--- config.mk ---
export PLATFORM = sky130hd
export DESIGN_NAME = at_response_code_matcher_core
export DESIGN_NICKNAME = d
export VERILOG_FILES = /design/src/rtl/core/atrc_pkg.sv /design/src/rtl/core/atrc_match.sv /design/src/rtl/core/at_response_code_matcher_core.sv
export VERILOG_INCLUDE_DIRS = /design/src /design/src/rtl/core
export SDC_FILE = /design/constraint.sdc
export NUM_CORES = 1
export LEC_CHECK = 0
export BUFFER_PORTS_ARGS = -buffer_cell sky130_fd_sc_hd__buf_4
export CORE_MARGIN = 1.5
export CORE_UTILIZATION = 50
export DETAILED_ROUTE_END_ITERATION = 10
export GPL_TIMING_DRIVEN = 0
export HOLD_SLACK_MARGIN = 0.15
export PLACE_DENSITY = 0.71
export SETUP_SLACK_MARGIN = 0.02
export SLEW_MARGIN = 40
export SYNTH_ARGS = -nofsm -noshare
export SYNTH_HDL_FRONTEND = slang
export SYNTH_HIERARCHICAL = 1
export SYNTH_SLANG_ARGS = --single-unit
export TNS_END_PERCENT = 50
--- constraint.sdc ---
create_clock -name clk -period 4.1 [get_ports clk]
set_input_delay 0.41 -clock clk [delete_from_list [all_inputs] [get_ports clk]]
set_output_delay 0.41 -clock clk [all_outputs]
set_load 0.02 [all_outputs]
--- src/rtl/core/assert_macros.svh ---
// Assertion macros used by the matcher RTL.
// Expects a clock named clk and an active-low reset named arst_n in scope.
`ifndef ASSERT_MACROS_SVH
`define ASSERT_MACROS_SVH

// Check an implication on every rising clock edge outside reset.
`define ASSERT_IMPL(label, ante, cons, msg) \
	label: assert property (@(posedge clk) disable iff (!arst_n) (ante) |-> (cons)) \
		else $error(msg);

// Check that the consequent holds in the cycle after the antecedent, outside reset.
`define ASSERT_NEXT(label, ante, cons, msg) \
	label: assert property (@(posedge clk) disable iff (!arst_n) (ante) |=> (cons)) \
		else $error(msg);

`endif

--- src/rtl/core/atrc_pkg.sv ---
// Package for the AT response code matcher: code table, result codes, result type.
// No dependencies; used by atrc_match and at_response_code_matcher_core.
package atrc_pkg;

	localparam int unsigned BUF_LEN_DEF  = 64;
	localparam int unsigned NUM_CODES    = 8;
	localparam int unsigned MAX_CODE_LEN = 10;
	localparam int unsigned CIW          = $clog2(MAX_CODE_LEN);
	localparam int unsigned LEN_MAX      = 127;

	localparam logic [3:0] CODE_NONE    = 4'd0;
	localparam logic [3:0] CODE_UNKNOWN = 4'd1;
	localparam logic [3:0] CODE_LAST    = 4'd9;

	localparam logic [7:0] CH_NUL   = 8'h00;
	localparam logic [7:0] CH_COLON = 8'h3A;
	localparam logic [7:0] CH_SPACE = 8'h20;

	// Code text, first character at index 0, padded with NUL.
	localparam logic [7:0] CODE_TEXT [NUM_CODES][MAX_CODE_LEN] = '{
		'{"O", "K", 8'h00, 8'h00, 8'h00, 8'h00, 8'h00, 8'h00, 8'h00, 8'h00},
		'{"E", "R", "R", "O", "R", 8'h00, 8'h00, 8'h00, 8'h00, 8'h00},
		'{"+", "C", "P", "I", "N", 8'h00, 8'h00, 8'h00, 8'h00, 8'h00},
		'{"+", "C", "S", "Q", 8'h00, 8'h00, 8'h00, 8'h00, 8'h00, 8'h00},
		'{"+", "C", "M", "E", " ", "E", "R", "R", "O", "R"},
		'{"+", "C", "R", "E", "G", 8'h00, 8'h00, 8'h00, 8'h00, 8'h00},
		'{"+", "C", "E", "R", "E", "G", 8'h00, 8'h00, 8'h00, 8'h00},
		'{"+", "C", "P", "S", "I", 8'h00, 8'h00, 8'h00, 8'h00, 8'h00}
	};

	localparam logic [3:0] CODE_LEN [NUM_CODES] = '{
		4'd2, 4'd5, 4'd5, 4'd4, 4'd10, 4'd5, 4'd6, 4'd5
	};

	localparam logic [3:0] CODE_ID [NUM_CODES] = '{
		4'd2, 4'd3, 4'd4, 4'd5, 4'd6, 4'd7, 4'd8, 4'd9
	};

	typedef struct packed {
		logic [3:0] code;
		logic [6:0] code_len;
	} atrc_result_t;

endpackage

--- src/rtl/core/atrc_match.sv ---
// Matcher state and per-character update logic: prefix compare, separator skip, result.
// Depends on atrc_pkg.
module atrc_match #(
	parameter int unsigned BUF_LEN = atrc_pkg::BUF_LEN_DEF
) (
	input  logic                    clk,
	input  logic                    arst_n,
	input  logic                    step,
	input  logic [7:0]              ch,
	output logic                    res_valid,
	output atrc_pkg::atrc_result_t  res
);

	localparam int unsigned PW = $clog2(BUF_LEN);
	localparam int unsigned LW = $clog2(BUF_LEN + 1);

	typedef enum logic [1:0] {
		PH_MATCH,
		PH_SKIP,
		PH_TAIL
	} phase_t;

	phase_t                          phase_q, phase_n;
	logic [atrc_pkg::NUM_CODES-1:0]  flags_q, flags_n;
	logic [PW-1:0]                   position_q;
	logic [3:0]                      found_q, found_n;
	logic [LW-1:0]                   plen_q, plen_n;
	logic [atrc_pkg::CIW-1:0]        pos_idx;
	logic                            last;

	assign pos_idx = (position_q < PW'(atrc_pkg::MAX_CODE_LEN)) ?
		position_q[atrc_pkg::CIW-1:0] : '0;
	assign last = (ch == atrc_pkg::CH_NUL) || (position_q == PW'(BUF_LEN - 1));

	always_comb begin
		logic                           hit;
		logic [3:0]                     hit_id;
		logic [atrc_pkg::NUM_CODES-1:0] mism;
		logic [PW-1:0]                  code_len_w;

		hit    = 1'b0;
		hit_id = atrc_pkg::CODE_NONE;
		mism   = '0;
		// Walk downward so the lowest table entry wins a tie.
		for (int i = atrc_pkg::NUM_CODES - 1; i >= 0; i--) begin
			code_len_w = PW'(atrc_pkg::CODE_LEN[i]);
			if (!flags_q[i] && code_len_w == position_q) begin
				hit    = 1'b1;
				hit_id = atrc_pkg::CODE_ID[i];
			end
			mism[i] = !flags_q[i] && (position_q < code_len_w) &&
				(atrc_pkg::CODE_TEXT[i][pos_idx] != ch);
		end

		phase_n = phase_q;
		flags_n = flags_q;
		found_n = found_q;
		plen_n  = plen_q;

		if (phase_q == PH_MATCH) begin
			if (hit) begin
				found_n = hit_id;
				plen_n  = LW'(position_q);
				phase_n = PH_SKIP;
			end else begin
				flags_n = flags_q | mism;
				if (&flags_n) begin
					found_n = atrc_pkg::CODE_UNKNOWN;
					plen_n  = '0;
					phase_n = PH_TAIL;
				end
			end
		end

		// Count trailing colons and spaces into the prefix.
		if (phase_n == PH_SKIP) begin
			if (ch == atrc_pkg::CH_COLON || ch == atrc_pkg::CH_SPACE) begin
				plen_n = LW'(position_q) + LW'(1);
			end else begin
				phase_n = PH_TAIL;
			end
		end

		res_valid = last;
		if (position_q == '0 && ch == atrc_pkg::CH_NUL) begin
			res.code     = atrc_pkg::CODE_NONE;
			res.code_len = '0;
		end else if (phase_n == PH_MATCH || found_n == atrc_pkg::CODE_UNKNOWN) begin
			res.code     = atrc_pkg::CODE_UNKNOWN;
			res.code_len = '0;
		end else begin
			res.code     = found_n;
			res.code_len = (32'(plen_n) > 32'(atrc_pkg::LEN_MAX)) ?
				7'(atrc_pkg::LEN_MAX) : 7'(plen_n);
		end
	end

	always_ff @(posedge clk or negedge arst_n) begin
		if (!arst_n) begin
			phase_q    <= PH_MATCH;
			flags_q    <= '0;
			position_q <= '0;
			found_q    <= atrc_pkg::CODE_NONE;
			plen_q     <= '0;
		end else if (step) begin
			if (last) begin
				phase_q    <= PH_MATCH;
				flags_q    <= '0;
				position_q <= '0;
				found_q    <= atrc_pkg::CODE_NONE;
				plen_q     <= '0;
			end else begin
				phase_q    <= phase_n;
				flags_q    <= flags_n;
				position_q <= position_q + PW'(1);
				found_q    <= found_n;
				plen_q     <= plen_n;
			end
		end
	end

endmodule

--- src/rtl/core/at_response_code_matcher_core.sv ---
// Top level of the AT response code matcher: input register, matcher, result register.
// Depends on atrc_pkg, atrc_match and assert_macros.svh.
//
// Channel   Dir  Word bits (low to high)              Meaning
// s_axis    in   tdata[7:0] ch                        one response character
// m_axis    out  tdata[3:0] code, [10:4] code_len     one result per message
//
// One character is taken per cycle, back to back, for as long as the result side keeps up.
// A result passes from the input register to the result register: the compare and update
// logic works on the word in the input register and loads the result register when that word
// advances, which a stall on the result side can hold back.
// Reset (arst_n low) clears all valid flags and the matcher state; the next word starts a message.
// While m_axis_tready is low the result register holds; the input register takes one more
// word, then s_axis_tready drops until the result is taken.
`include "assert_macros.svh"

module at_response_code_matcher_core #(
	parameter int unsigned BUF_LEN = atrc_pkg::BUF_LEN_DEF
) (
	input  logic        clk,
	input  logic        arst_n,
	input  logic        s_axis_tvalid,
	output logic        s_axis_tready,
	input  logic [7:0]  s_axis_tdata,   // [7:0] ch
	output logic        m_axis_tvalid,
	input  logic        m_axis_tready,
	output logic [15:0] m_axis_tdata    // [3:0] code, [10:4] code_len, [15:11] zero
);

	logic                   in_valid_s1;
	logic [7:0]             ch_s1;
	logic                   advance;
	logic                   res_valid;
	atrc_pkg::atrc_result_t res;
	logic                   out_valid_q;
	atrc_pkg::atrc_result_t out_q;
	logic                   out_no_code;

	// Move the held character into the matcher whenever the result slot is free or draining.
	assign advance       = in_valid_s1 && (!out_valid_q || m_axis_tready);
	assign s_axis_tready = !in_valid_s1 || advance;

	// Input register: load on accept, drop once consumed.
	always_ff @(posedge clk or negedge arst_n) begin
		if (!arst_n) begin
			in_valid_s1 <= 1'b0;
		end else if (s_axis_tvalid && s_axis_tready) begin
			in_valid_s1 <= 1'b1;
		end else if (advance) begin
			in_valid_s1 <= 1'b0;
		end
	end

	always_ff @(posedge clk) begin
		if (s_axis_tvalid && s_axis_tready) begin
			ch_s1 <= s_axis_tdata;
		end
	end

	atrc_match #(
		.BUF_LEN(BUF_LEN)
	) u_match (
		.clk      (clk),
		.arst_n   (arst_n),
		.step     (advance),
		.ch       (ch_s1),
		.res_valid(res_valid),
		.res      (res)
	);

	// Result register: load when a message ends, hold while stalled, clear when taken.
	always_ff @(posedge clk or negedge arst_n) begin
		if (!arst_n) begin
			out_valid_q <= 1'b0;
		end else if (advance) begin
			out_valid_q <= res_valid;
		end else if (m_axis_tready) begin
			out_valid_q <= 1'b0;
		end
	end

	always_ff @(posedge clk) begin
		if (advance && res_valid) begin
			out_q <= res;
		end
	end

	assign m_axis_tvalid = out_valid_q;
	assign m_axis_tdata  = {5'b0, out_q.code_len, out_q.code};

	assign out_no_code = (out_q.code == atrc_pkg::CODE_NONE) ||
		(out_q.code == atrc_pkg::CODE_UNKNOWN);

	`ASSERT_IMPL(a_len_zero_no_code, out_valid_q && out_no_code, out_q.code_len == 7'd0, "length set")
	`ASSERT_IMPL(a_code_range, out_valid_q, out_q.code <= atrc_pkg::CODE_LAST, "code out of range")
	`ASSERT_NEXT(a_in_hold, in_valid_s1 && !advance, in_valid_s1 && $stable(ch_s1), "held word lost")

endmodule
## Word-level counts from Yosys, hierarchy flattened

Memories as Yosys holds them, arrays and structs flattened.
Index checks and enable logic that the tools add are counted.

| storage, ports and cells | value |
|---|---|
| memories | 8 |
| flip-flop bits (word level) | 48 |
| input port bits | 12 |
| latch bits | 0 |
| output and inout bits | 18 |
| memory bits (read-only) | 1,024 |
| memory bits (writable) | 0 |
| word-level logic and storage cells | 159 |

| operators by class | value |
|---|---|
| order comparisons | 6 |
| div/mod/pow operators | 0 |
| reduce and logical (&&, ||, !) cells | 53 |
| bitwise gates (word level) | 2 |
| equal/unequal tests | 19 |
| multiplexer cells | 58 |
| shifts and indexed selects | 0 |
| multipliers | 0 |
| add/subtract/negate cells | 2 |

Memory list:

| memory | depth | width | read ports | clocked after memory_dff | write ports | line | text |
|---|---|---|---|---|---|---|---|
| (name not given) | 16 | 8 | 1 | 0 | 0 | atrc_match.sv:52 | `(atrc_pkg::CODE_TEXT[i][pos_idx] != ch);` |
| (name not given) | 16 | 8 | 1 | 0 | 0 | atrc_match.sv:52 |  |
| (name not given) | 16 | 8 | 1 | 0 | 0 | atrc_match.sv:52 |  |
| (name not given) | 16 | 8 | 1 | 0 | 0 | atrc_match.sv:52 |  |
| (name not given) | 16 | 8 | 1 | 0 | 0 | atrc_match.sv:52 |  |
| (name not given) | 16 | 8 | 1 | 0 | 0 | atrc_match.sv:52 |  |
| 2 more memories | - | - | - | - | - | - |  |

Operators with widths:

| cell | count |
|---|---|
| 8-bit 2-to-1 mux | 20 |
| 8-bit inequality test | 8 |
| 4-bit 2-to-1 mux | 13 |
| 7-bit 2-to-1 mux | 6 |
| 1-bit logical AND | 28 |
| 3-bit by 6-bit == test with 1-bit output, first input constant | 3 |
| 6-bit by 3-bit < comparator with 1-bit output, second input constant | 3 |
| 8-bit by 6-bit == test with 1-bit output, second input constant | 2 |
| 1-bit 2-to-1 mux | 12 |
| 2-bit 2-to-1 mux | 6 |
| 1-bit logical NOT | 10 |
| 8-bit logical NOT | 1 |
| 8-bit bitwise OR | 1 |
| 8-bit AND reduction | 1 |
| 6-bit by 1-bit adder with 7-bit output, second input constant | 1 |
| 6-bit by 1-bit adder with 6-bit output, second input constant | 1 |
| 2-bit by 6-bit == test with 1-bit output, first input constant | 1 |
| 4-bit by 6-bit == test with 1-bit output, first input constant | 1 |
| 6-bit == test, second input constant | 1 |
| 6-bit logical NOT | 1 |
| 6-bit by 2-bit < comparator with 1-bit output, second input constant | 1 |
| 6-bit by 4-bit < comparator with 1-bit output, second input constant | 1 |
| 6-bit 2-to-1 mux | 1 |
| 2-bit nonzero test | 3 |
| 9 further kinds | 14 |

## Logic depth before layout (Yosys ltp)

Gate-level depths: netlist of the first run.

| depth | value |
|---|---|
| word-level depth | 18 |
| mapped depth | 18 |
| gate-level depth less buffers | 14 |

## Cells and area by module

Netlist of the first run, hierarchy kept.

By module, submodules not included:

| module | times used | cells each | area an instance (um2) | seq. area each (um2) |
|---|---|---|---|---|
| atrc_match | 1 | 476 | 3,477.1 | 675.6 |
| at_response_code_matcher_core | 1 | 35 | 723.2 | 620.6 |

## Worst setup path before layout of the first run

No wires, ideal clock.

| path | value |
|---|---|
| path type | flip-flop to flip-flop |
| from | reg u_match.position_q[3] |
| to | reg out_q, in the netlist m_axis_tdata[7] (data pin) |
| buffers on the path | 5 |
| arrival time | 3.878 ns |
| clock period less this slack | 4.152 ns |
| slack | -0.052 ns |
| library setup time | 0.274 ns |
| stages on the path, launching flop included | 16 |
| required time | 3.826 ns |
| cell sequence | dfrtp_1 -> buf_2 -> clkbuf_1 -> clkbuf_1 -> or4b_2 -> ha_1 -> clkbuf_1 -> or3_1 -> a221oi_2 -> nand2_1 -> o32a_1 -> and3_1 -> buf_6 -> a31oi_2 -> o21bai_1 -> a31oi_1 |

| between the ends | value |
|---|---|
| cells in the longest elaborated chain, start to end | 18 |
| elaborated cells between the ends (all ways) | 107 |
| classes of those cells | 1 x add/sub; 5 x order compare; 15 x eq/ne; 46 x mux; 2 x bitwise; 30 x reduce/logical; 8 x memory |

Ends and longest elaborated chain:

| item | line | text |
|---|---|---|
| from (decl) | atrc_match.sv:25 | `logic [PW-1:0] position_q;` |
| from (signal assigned) | atrc_match.sv:115 | `position_q <= position_q + PW'(1);` |
| 6-bit by 4-bit < comparator with 1-bit output | atrc_match.sv:31, atrc_match.sv:51 |  |
| 4-bit 2-to-1 mux | atrc_match.sv:31 | `assign pos_idx = (position_q < PW'(atrc_pkg::MAX_CODE_LEN)) ?` |
| 4-bit inverter with 5-bit output (implied by the code) | atrc_match.sv:52 |  |
| memory 16 x 8 bit | - |  |
| 8-bit 2-to-1 mux (implied by the code) (2 in a row) | atrc_match.sv:52 |  |
| 8-bit inequality test | atrc_match.sv:52 |  |
| 1-bit logical AND | atrc_match.sv:51 | `mism[i] = !flags_q[i] && (position_q < code_len_w) &&` |
| 8-bit bitwise OR | atrc_match.sv:66 | `flags_n = flags_q \| mism;` |
| 8-bit AND reduction | atrc_match.sv:67 | `if (&flags_n) begin` |
| 2-bit 2-to-1 mux | atrc_match.sv:67 |  |
| 2-bit 2-to-1 mux | atrc_match.sv:61 | `if (hit) begin` |
| 2-bit 2-to-1 mux | atrc_match.sv:60 | `if (phase_q == PH_MATCH) begin` |
| 2-bit by 1-bit == test with 1-bit output or 2-bit 2-to-1 mux (tied branches) | atrc_match.sv:76, atrc_match.sv:77 |  |
| 2-bit 2-to-1 mux | atrc_match.sv:76 | `if (phase_n == PH_SKIP) begin` |
| 2-bit logical NOT | atrc_match.sv:88 | `end else if (phase_n == PH_MATCH \|\| found_n == atrc_pkg::CODE_UNKNOWN) begin` |
| 1-bit logical OR | atrc_match.sv:88 |  |
| 2-bit OR reduction (no source line) | - |  |
| to (signal assigned) | at_response_code_matcher_core.sv:84 | `out_q <= res;` |
| to (decl) | at_response_code_matcher_core.sv:36 | `atrc_pkg::atrc_result_t out_q;` |

Several ways; a longest one is shown, not always the timed one. The select of a mux whose other input is x is not followed.
A chain may end at the register's enable or synchronous reset.

## Final worst setup path of the first run

| path | value |
|---|---|
| from | reg u_match.position_q[3] |
| to | reg out_q, in the netlist m_axis_tdata[6] (data pin) |

The elaborated chain is that of the path after synthesis.

==> results.sh, run 1 <==
export IMPL_htree_levels=2
export IMPL_hold_depth=1
export IMPL_critical_path_top_delay_family="compound AO/OA/AOI/OAI gates"
export IMPL_fp_coreArea_sq_um=8180
export IMPL_whs_ps=284
export IMPL_setup_ws_ps=74.4
export IMPL_yosysTopAreaCell="dfrtp_1"
export IMPL_wl_per_cell_um=20.2
export IMPL_area_delta_synth_final_pct=25.1
export IMPL_status="completed"
export IMPL_port_buffers=24
export IMPL_vias_per_cell=6.54
export IMPL_cts_root_buf="clkbuf_8"
export IMPL_synth_edf_count=19
export IMPL_synth_distinct_cells=80
export IMPL_min_path_type="in2reg"
export IMPL_grt_max_degree=30
export IMPL_r2r_slack_ps=70
export IMPL_peakVddDrop_uv=281
export IMPL_antenna_found_initial=0
export IMPL_hold_viol=0
export IMPL_clock_skew_ps=14.6
export IMPL_grt_pass1_wl_um=21300
export IMPL_die_w_um=94.7
export IMPL_ant_nets=0
export IMPL_synth_ff_type="dfrtp_1"
export IMPL_grt_usage_pct=31.2
export IMPL_fin_cells=680
export IMPL_drt_initial_drc_count=608
export IMPL_mappedNetlistArea_sq_um=4200
export IMPL_power_mw=3.68
export IMPL_setup_viol=0
export IMPL_rr_startpoint="u_match/position_q[3]"
export IMPL_slew_limit_headroom_pct=52.3
export IMPL_syn_inst=511
export IMPL_power_density_nw_per_um2=701
export IMPL_rows=33
export IMPL_final_area_sq_um=5250
export IMPL_cp_required_ps=4150
export IMPL_dpl_worst_slack_ps=-971
export IMPL_cp_cell_sequence="clkbuf_16 -> buf_8 -> or4b_4 -> ha_4 -> mux2i_4 -> nor3_2 -> a2111o_1 -> a2111o_1 -> o211ai_1 -> a2111oi_4 -> buf_4 -> buf_4 -> a31oi_4 -> o21bai_4 -> a31oi_1"
export IMPL_antenna_cells_inserted=0
export IMPL_dieArea_sq_um=8960
export IMPL_dp_cells=644
export IMPL_syn_area_per_cell_sq_um=8.22
export IMPL_tritoncts="done"
export IMPL_fin_crit_ps=4030
export IMPL_synthDominantCellAreaShare_pct=17.3
export IMPL_wl_um=13700
export IMPL_min_delay_start="s_axis_tdata[6]"
export IMPL_power_leakage_nw=2.11
export IMPL_yosys_warnings=6
export IMPL_die_h_um=94.7
export IMPL_max_cap_viol_count=0
export IMPL_n_fill_cell=699
export IMPL_synthTopCellsByArea="dfrtp_1 17%, edfxtp_1 14%, o21ai_0 4.1%, nand3_1 3.7%, nor2_1 3.7%"
export IMPL_firstDrtPassIters=5
export IMPL_crit_buf_inv=4
export IMPL_dp_hpwl_um=9670
export IMPL_seq_area_frac_synth_pct=30.9
export IMPL_gp_congestion=0.964
export IMPL_place_area_sq_um=4550
export IMPL_max_freq_ghz=0.248
export IMPL_worstReg2RegEnd="m_axis_tdata[6]"
export IMPL_cts_buffer_depth=2
export IMPL_worstHoldEndpoint="ch_s1[6]"
export IMPL_clock_latency_ps=310
export IMPL_crit_path_start_kind="register"
export IMPL_start_util_pct=51.4
export IMPL_endpoint_kind="register"
export IMPL_nets=598
export IMPL_globalRouteOverflowTotal=0
export IMPL_cts_buffers=5
export IMPL_worst_slew_pin_slew_ps=713
export IMPL_drive_gt1_share_pct=24.0
export IMPL_drc_errors=0
export IMPL_vias=4450
export IMPL_critPathMaxFanout=10
export IMPL_report_final_slew_viol_count=0
export IMPL_min_period_over_period_pct=98.2
export IMPL_worstPathArrival_ps=4080
export IMPL_async_reset_ff_share_pct=60.4
export IMPL_slowest_delay_ps=590
export IMPL_cts_sinks=48
export IMPL_r2r_cells=15
export IMPL_crit_slowest_cell="or4b_4"
export IMPL_cts_clk_slew_worst_paths_ps=100
export IMPL_crit_type="reg2reg"
export IMPL_grt_pass1_vias=4126
export IMPL_ioPinCount=30
export IMPL_synth_seq_cells=48
[metal layers]
layer  up-vias  track usage, %  part of all wire (%)  wire length [um]
li1       2012               -                     -                 -
met1      2121            44.8                    42              5830
met2       294            47.9                    46              6280
met3        23            5.88                    11              1450
met4         0            8.33                   1.3               177
met5         -               0                     0                 0
[per-stage QoR]
step / util (%) / TNS, ps
after floorplan: - / 0
after CTS: 61.5 / 0
after global placement: 55.6 / -12070
final: 64.2 / 0
after global routing: 64.2 / -26.0
after detailed placement: 55.7 / -12360
[registers in the layout, summed over array words and instances, names as in the netlist]
| name | count |
|---|---|
| u_match/position_q | 6 |
| u_match/found_q | 4 |
| u_match/phase_q | 2 |
| ch_s1 | 8 |
| u_match/plen_q | 7 |
| in_valid_s1 | 1 |
| m_axis_tdata | 11 |
| u_match/flags_q | 8 |
| m_axis_tvalid | 1 |
[synth_stat cells, types with 5 or more instances]
cell type and number:
dfrtp_1 29, mux2i_1 6, o21a_1 5, nand2b_1 9, o31ai_1 7, o21bai_1 12
ha_1 12, nand3_1 31, a21oi_1 30, xor2_1 11, o211ai_1 6, o21ai_0 34
and3_1 6, edfxtp_1 19, nor3_1 16, clkbuf_1 29, buf_2 7, nor2_1 41
xnor2_1 10, inv_1 19, nor2b_1 9, nand2_1 37, buf_4 6, a31oi_1 16
[cell usage in the layout (no fill, tap or decap), drive strengths merged, types with 6 or more instances in the layout]
cell type / instances
buf: 74
nor2: 41
nand2: 37
o21ai: 34
a21oi: 33
nand3: 31
dfrtp: 29
clkbuf: 29
edfxtp: 19
inv: 19
a31oi: 17
nor3: 16
o21bai: 12
ha: 12
xor2: 11
xnor2: 10
nand2b: 9
nor2b: 9
o31ai: 7
o211ai: 6
and3: 6
mux2i: 6
[worst max path at each step]
stage	startpoint	to	slack, ps	cells past startpoint
finish	u_match/position_q[3]	m_axis_tdata[6]	70	15
floorplan	u_match/position_q[3]	m_axis_tdata[10]	20	14
global route	u_match/position_q[3]	m_axis_tdata[4]	-10	15
global placement	u_match/position_q[4]	m_axis_tdata[7]	-960	16
CTS	u_match/position_q[4]	m_axis_tdata[6]	20	17
detailed placement	u_match/position_q[1]	m_axis_tdata[6]	-970	16
[report_power, final]
group	switching [mW]	internal (mW)	total [mW]
registers	0.0937	0.590	0.684
clock network	0.167	0.181	0.348
logic	1.56	1.09	2.65
[what timing repair did]
item | in CTS | in global routing
hold endpoints to repair | 29 | 0
setup buffers | 21 | 9
pin swaps | 19 | 22
resized for setup | 46 | 32
endpoints found under the setup margin | 22 | 14
hold buffers | 1 | 0
gates cloned | 0 | 0
[area by class of cell]
class                   count  area (sq um)  share of cell area, %
multi-input cells         400          2950                   56.1
flip-flops and latches     48          1300                   24.8
repair buffers             55           423                   8.05
plain buffers              44           263                   5.00
well taps                 105           131                   2.50
inverters                  20          75.1                   1.43
clock buffers               5          68.8                   1.31
clock inverters             3          42.5                  0.810
[cell families after synthesis]
kind of cell	synth area share [%]
DFF	30.9
muxes	1.97
xor gates and xnor gates	4.38
adders and majority gates	3.57
AOI/OAI and AO/OA	29.0
other	0.0893
buffers and inverters	7.09
and+or+nand+nor	23.0
No activity file was read; power rests on OpenSTA's default activity.
==> run 2: changes to the inputs <==
- ABC_AREA: not set -> 1
==> run 2 against run 1 <==
Non-clock buffer count shrank 52. Clock skew down 3.2 ps. Area after synthesis is 12% lower. Global-route usage down 4.5 points. Sequential power increased by 2%. Via count fell by 17%. Register-to-register slack better by 330 ps. Wire length shrank 29%. Total power down 21%. Sequential share of layout area up 6.7 points. Core utilization fell by 7.2 points. Flip-flop and latch count unchanged. Critical path type unchanged. Largest cell class unchanged.
==> results.sh, run 2 <==
export IMPL_status="completed"
export IMPL_syn_inst=553
export IMPL_cts_buffer_depth=2
export IMPL_synth_top_family_by_area="simple AND/OR/NAND/NOR gates"
export IMPL_start_util_pct=51.2
export IMPL_synthDominantCellAreaShare_pct=19.6
export IMPL_tritoncts="done"
export IMPL_async_reset_ff_share_pct=60.4
export IMPL_synth_compound_area_share_pct=7.92
export IMPL_slowest_delay_ps=450
export IMPL_drive_gt1_share_pct=12.9
export IMPL_endpoint_kind="register"
export IMPL_critPathMaxFanout=10
export IMPL_synth_simple_area_share_pct=39.0
export IMPL_clock_skew_ps=11.4
export IMPL_slew_limit_headroom_pct=54.5
export IMPL_dpl_worst_slack_ps=308
export IMPL_p_comb_share_pct=66.6
export IMPL_wl_um=9760
export IMPL_yosys_warnings=6
export IMPL_worst_slew_pin_slew_ps=680
export IMPL_r2r_cells=28
export IMPL_n_fill_cell=735
export IMPL_power_frac_clock_pct=9.4
export IMPL_cpMostUsedCell="nand2_1"
export IMPL_final_area_sq_um=4120
export IMPL_rsz0062_at_grt="no"
export IMPL_synth_seq_cells=48
export IMPL_p_int_mw=1.38
export IMPL_dp_cells=680
export IMPL_synth_distinct_cells=35
export IMPL_setup_tns_ps=0
export IMPL_multi_input_area_sq_um=1990
export IMPL_rows=31
export IMPL_cts_setup_buffers=0
export IMPL_synthTopCellsByArea="dfrtp_1 20%, nand2_1 18%, edfxtp_1 15%, nand3_1 8.3%, inv_1 7.2%"
export IMPL_synthMuxAreaShare_pct=0
export IMPL_grt_pass1_vias=3433
export IMPL_min_path_type="in2reg"
export IMPL_seq_area_frac_synth_pct=35.1
export IMPL_r2r_slack_ps=410
export IMPL_grt_max_degree=30
export IMPL_port_buffers=24
export IMPL_nets=613
export IMPL_power_leakage_nw=2.18
export IMPL_p_switching_mw=1.55
export IMPL_gp_congestion=0.945
export IMPL_globalRouteOverflowTotal=0
export IMPL_power_mw=2.92
export IMPL_worstReg2RegEnd="m_axis_tdata[8]"
export IMPL_vias=3714
export IMPL_cts_buffers=5
export IMPL_mappedNetlistArea_sq_um=3700
export IMPL_max_cap_viol_count=0
export IMPL_cts_root_buf="clkbuf_8"
export IMPL_grt_pass1_wl_um=16200
export IMPL_place_area_sq_um=4020
export IMPL_hold_depth=1
export IMPL_fp_coreArea_sq_um=7210
export IMPL_die_h_um=89.0
export IMPL_syn_area_per_cell_sq_um=6.68
export IMPL_setup_viol=0
export IMPL_max_freq_ghz=0.271
export IMPL_synthAdderAreaFrac_pct=4.06
export IMPL_ant_nets=0
export IMPL_vias_per_cell=5.39
export IMPL_hold_viol=0
export IMPL_die_w_um=89.0
export IMPL_peakVddDrop_uv=367
export IMPL_yosysMostFrequentCell="nand2_1"
export IMPL_fin_crit_ps=3690
export IMPL_setup_ws_ps=406
export IMPL_final_common_cell="nand2_1"
export IMPL_ioPinCount=30
export IMPL_antenna_cells_inserted=0
export IMPL_fin_util_pct=57.1
export IMPL_clock_latency_ps=310
export IMPL_fin_cells=689
export IMPL_cts_clk_slew_worst_paths_ps=80
export IMPL_crit_type="reg2reg"
export IMPL_cp_required_ps=4150
export IMPL_htree_levels=2
export IMPL_report_final_slew_viol_count=0
export IMPL_power_frac_seq_pct=23.9
export IMPL_drc_errors=0
export IMPL_drt_initial_drc_count=292
export IMPL_layout_common_cells="177 x nand2_1, 71 x inv_1, 60 x nand3_1"
export IMPL_crit_path_start_kind="register"
export IMPL_register_area_sq_um=1300
export IMPL_min_delay_start="s_axis_tdata[1]"
export IMPL_wl_per_cell_um=14.2
export IMPL_power_density_nw_per_um2=710
export IMPL_min_period_over_period_pct=90.1
export IMPL_dp_hpwl_um=7400
export IMPL_synth_ff_type="dfrtp_1"
export IMPL_synth_edf_count=19
export IMPL_dieArea_sq_um=7920
export IMPL_rr_startpoint="u_match/position_q[4]"
export IMPL_largest_reg_flops=11
export IMPL_area_delta_synth_final_pct=11.4
export IMPL_worstHoldEndpoint="ch_s1[1]"
export IMPL_synth_common_cells="177 x nand2_1, 71 x inv_1, 61 x nand3_1"
export IMPL_worstPathArrival_ps=3750
export IMPL_firstDrtPassIters=5
export IMPL_yosysTopAreaCell="dfrtp_1"
export IMPL_crit_slowest_cell="dfrtp_1"
export IMPL_synth_xor_area_share_pct=2.13
export IMPL_antenna_found_initial=0
export IMPL_grt_usage_pct=26.7
export IMPL_cts_sinks=48
export IMPL_whs_ps=279
export IMPL_p_sw_share_pct=52.9
[run 2: changes by cell type after synthesis, moves of 12 or more]
cell and change:
inv_1 +52, o21ai_0 -13, nor3_1 -15, nand2_1 +140, a31oi_1 -15, nor2_1 +14
nand4_1 +17, o21bai_1 -12, nand3_1 +30, clkbuf_1 -22, a21oi_1 -25
[run 2: routing by layer]
metal | global-route usage, % | vias to the layer above | share of wire, %
li1 | - | 1835 | -
met1 | 39.5 | 1719 | 48
met2 | 39.3 | 147 | 44
met3 | 5.26 | 13 | 6.5
met4 | 8.81 | 0 | 1.7
met5 | 0 | - | 0
[run 2: worst max-delay path by stage]
stage	from	to	slack (ps)	cells past startpoint
after global routing	u_match/position_q[4]	m_axis_tdata[8]	40	28
after floorplan	u_match/position_q[4]	m_axis_tdata[10]	980	28
after detailed placement	u_match/position_q[4]	m_axis_tdata[8]	310	28
final	u_match/position_q[4]	m_axis_tdata[8]	410	28
after global placement	u_match/position_q[4]	m_axis_tdata[10]	320	28
after CTS	u_match/position_q[4]	m_axis_tdata[8]	280	28
[run 2: layout make-up]
type / count / share of cell area, %
clock inverter: 2 / 0.273
tap: 99 / 3.01
sequential: 48 / 31.5
multi-input combinational: 407 / 48.4
timing repair buffer: 25 / 4.62
buffer: 22 / 3.19
clock buffer: 6 / 1.76
inverter: 80 / 7.29
[run 2: what timing repair did]
| item | 4_1_cts | 5_1_grt |
|---|---|---|
| hold endpoints to repair | 29 | 0 |
| resized for setup | 0 | 2 |
| setup endpoints to repair | 0 | 7 |
| hold buffers | 1 | 0 |
[run 2: power by group through the flow]
stage | combinational [mW] | clock [mW] | sequential (mW)
finish | 1.95 | 0.276 | 0.700
global route | 2.21 | 0.297 | 0.712
CTS | 1.90 | 0.280 | 0.698
detailed placement | 1.89 | 0 | 0.708
global placement | 1.84 | 0 | 0.704
floorplan | 1.50 | 0 | 0.689
[run 2: kinds of logic after synthesis]
group           count (synthesis)
simple gates                  332
buf+inv                       102
compound gates                 49
flops                          48
fa+ha+maj                      12
xor+xnor                        9
other cells                     1
[run 2: worst max-delay path, delay by kind of cell, from the launching register on]
family	cells	cell delay, ps
flip-flops	1	450
buffers and inverters	4	430
AND/OR/NAND/NOR	23	2230
adder cells (fa/ha/maj)	1	300
==> run 3: changes to the inputs <==
- ABC_AREA: 1 -> 0
- clock period: 4.1 -> 3.2 ns (I/O delays scaled with it)
==> run 3 against run 2 <==
The flow now finishes with violations (negative setup slack). Design area grew 36%. Clock-buffer cell count is the same. First-iteration DRC count is 110% higher. Critical path type unchanged. Highest routed layer unchanged.
==> results.sh, run 3 (synthesis gave the netlist of run 1 again) <==
export IMPL_status="finished with violations"
export IMPL_violations="negative setup slack"
export IMPL_globalRouteOverflowTotal=0
export IMPL_crit_path_start_kind="register"
export IMPL_setup_viol=24
export IMPL_wl_um=14400
export IMPL_drc_errors=0
export IMPL_largest_reg_flops=11
export IMPL_antenna_cells_inserted=0
export IMPL_vias_per_cell=6.64
export IMPL_rows=33
export IMPL_dp_hpwl_um=9440
export IMPL_max_freq_ghz=0.255
export IMPL_fin_crit_ps=3920
export IMPL_min_path_type="in2reg"
export IMPL_drt_initial_drc_count=603
export IMPL_setup_ws_ps=-716
export IMPL_layout_common_cells="61 x buf_4, 37 x nor2_1, 34 x nand2_1"
export IMPL_cp_cell_sequence="buf_6 -> clkbuf_16 -> clkbuf_16 -> or4b_4 -> ha_4 -> xor2_2 -> a31oi_1 -> o32ai_2 -> o211ai_1 -> o211ai_1 -> a2111oi_4 -> buf_6 -> a31oi_4 -> a311oi_4 -> buf_6 -> a31oi_1"
export IMPL_clock_latency_ps=300
export IMPL_clock_skew_ps=13.9
export IMPL_cts_buffers=5
export IMPL_p_comb_share_pct=74.7
export IMPL_grt_max_degree=30
export IMPL_vias=4635
export IMPL_firstDrtPassIters=7
export IMPL_min_period_over_period_pct=122
export IMPL_cpMostUsedCell="buf_6"
export IMPL_cp_required_ps=3250
export IMPL_gp_congestion=0.964
export IMPL_crit_slowest_cell="or4b_4"
export IMPL_area_delta_synth_final_pct=33.8
export IMPL_nets=616
export IMPL_max_cap_viol_count=0
export IMPL_power_frac_clock_pct=8.4
export IMPL_dieArea_sq_um=8960
export IMPL_critPathMaxFanout=8
export IMPL_p_switching_mw=2.53
export IMPL_whs_ps=198
export IMPL_dp_cells=644
export IMPL_power_density_nw_per_um2=928
export IMPL_fp_coreArea_sq_um=8180
export IMPL_grt_pass1_wl_um=22400
export IMPL_cts_buffer_depth=2
export IMPL_drive_gt1_share_pct=29.0
export IMPL_grt_usage_pct=32.7
export IMPL_peakVddDrop_uv=485
export IMPL_n_fill_cell=656
export IMPL_port_buffers=24
export IMPL_power_leakage_nw=2.28
export IMPL_cts_clk_slew_worst_paths_ps=100
export IMPL_htree_levels=2
export IMPL_die_w_um=94.7
export IMPL_rsz0062_at_grt="yes"
export IMPL_worst_slew_pin_slew_ps=774
export IMPL_antenna_found_initial=0
export IMPL_grt_pass1_vias=4222
export IMPL_cts_sinks=48
export IMPL_power_frac_seq_pct=16.9
export IMPL_ant_nets=0
export IMPL_slew_limit_headroom_pct=48.4
export IMPL_start_util_pct=51.4
export IMPL_cts_root_buf="clkbuf_8"
export IMPL_ioPinCount=30
export IMPL_tritoncts="done"
export IMPL_report_final_slew_viol_count=0
export IMPL_fin_cells=698
export IMPL_wl_per_cell_um=20.7
export IMPL_final_common_cell="buf_4"
export IMPL_worstPathArrival_ps=3970
export IMPL_crit_type="reg2reg"
export IMPL_endpoint_kind="register"
export IMPL_hold_viol=0
export IMPL_slowest_delay_ps=540
export IMPL_p_int_mw=2.69
export IMPL_die_h_um=94.7
export IMPL_p_sw_share_pct=48.4
## run 3: cell type report
type | instances | area (sq um) | share of cell area [%]
Multi-Input combinational cell | 403 | 3110 | 55.3
Sequential cell | 48 | 1300 | 23.1
Timing Repair Buffer | 69 | 566 | 10.1
Buffer | 45 | 330 | 5.88
Tap cell | 105 | 131 | 2.34
Inverter | 20 | 75.1 | 1.34
Clock buffer | 6 | 72.6 | 1.29
Clock inverter | 2 | 35.0 | 0.623
## run 3: final timing paths
path                       slack (ps)             startpoint  cells after the start                     to
hold reg to reg                   530      u_match/plen_q[0]                      2      u_match/plen_q[0]
setup / recovery                 -720  u_match/position_q[3]                     16       m_axis_tdata[10]
hold / removal                    200        s_axis_tdata[2]                      1               ch_s1[2]
setup reg to reg                 -720  u_match/position_q[3]                     16       m_axis_tdata[10]
min in group asynchronous         480                 arst_n                      2      u_match/plen_q[4]
max in group asynchronous        2400                 arst_n                      2  u_match/position_q[5]
## run 3: metal layers
metal	track usage [%]	vias up	wire length, um
li1	-	2049	-
met1	46.9	2272	6190
met2	48.6	276	6480
met3	7.81	38	1400
met4	9.58	0	368
met5	0	-	0
## run 3: through the flow
stage	TNS, ps	cell area [sq um]	power [mW]	util [%]	setup slack (ps)
6_report	-12910	5620	5.22	68.7	-716
5_1_grt	-14780	5620	5.46	68.7	-799
4_1_cts	-11910	5360	4.73	65.5	-670
3_5_place_dp	-27180	4720	3.59	57.7	-1320
3_3_place_gp	-30650	4720	3.58	57.7	-1330
2_1_floorplan	-7540	4400	2.98	-	-490
## run 3: critical path, delay by kind of cell (launching register included)
family                     cells  cell delay, ps
adders and majority gates      1             230
xor gates and xnor gates       1             160
DFF                            1             410
buffers and inverters          5             820
and+or+nand+nor                1             540
AOI/OAI and AO/OA              8            1500
## run 3: what timing repair did
item | CTS | global route
buffers inserted | 32 | 12
hold buffers | 1 | 0
hold endpoints to repair | 29 | 0
pin swaps | 32 | 24
setup endpoints to repair | 41 | 43
resized for setup | 56 | 38
cloned | 3 | 0
## run 3: power groups by stage
| stage | registers, mW | clock network (mW) | logic, mW |
|---|---|---|---|
| 3_3_place_gp | 0.887 | 0 | 2.70 |
| 3_5_place_dp | 0.892 | 0 | 2.70 |
| 5_1_grt | 0.891 | 0.469 | 4.10 |
| 2_1_floorplan | 0.855 | 0 | 2.12 |
| 6_report | 0.881 | 0.440 | 3.90 |
| 4_1_cts | 0.868 | 0.451 | 3.42 |
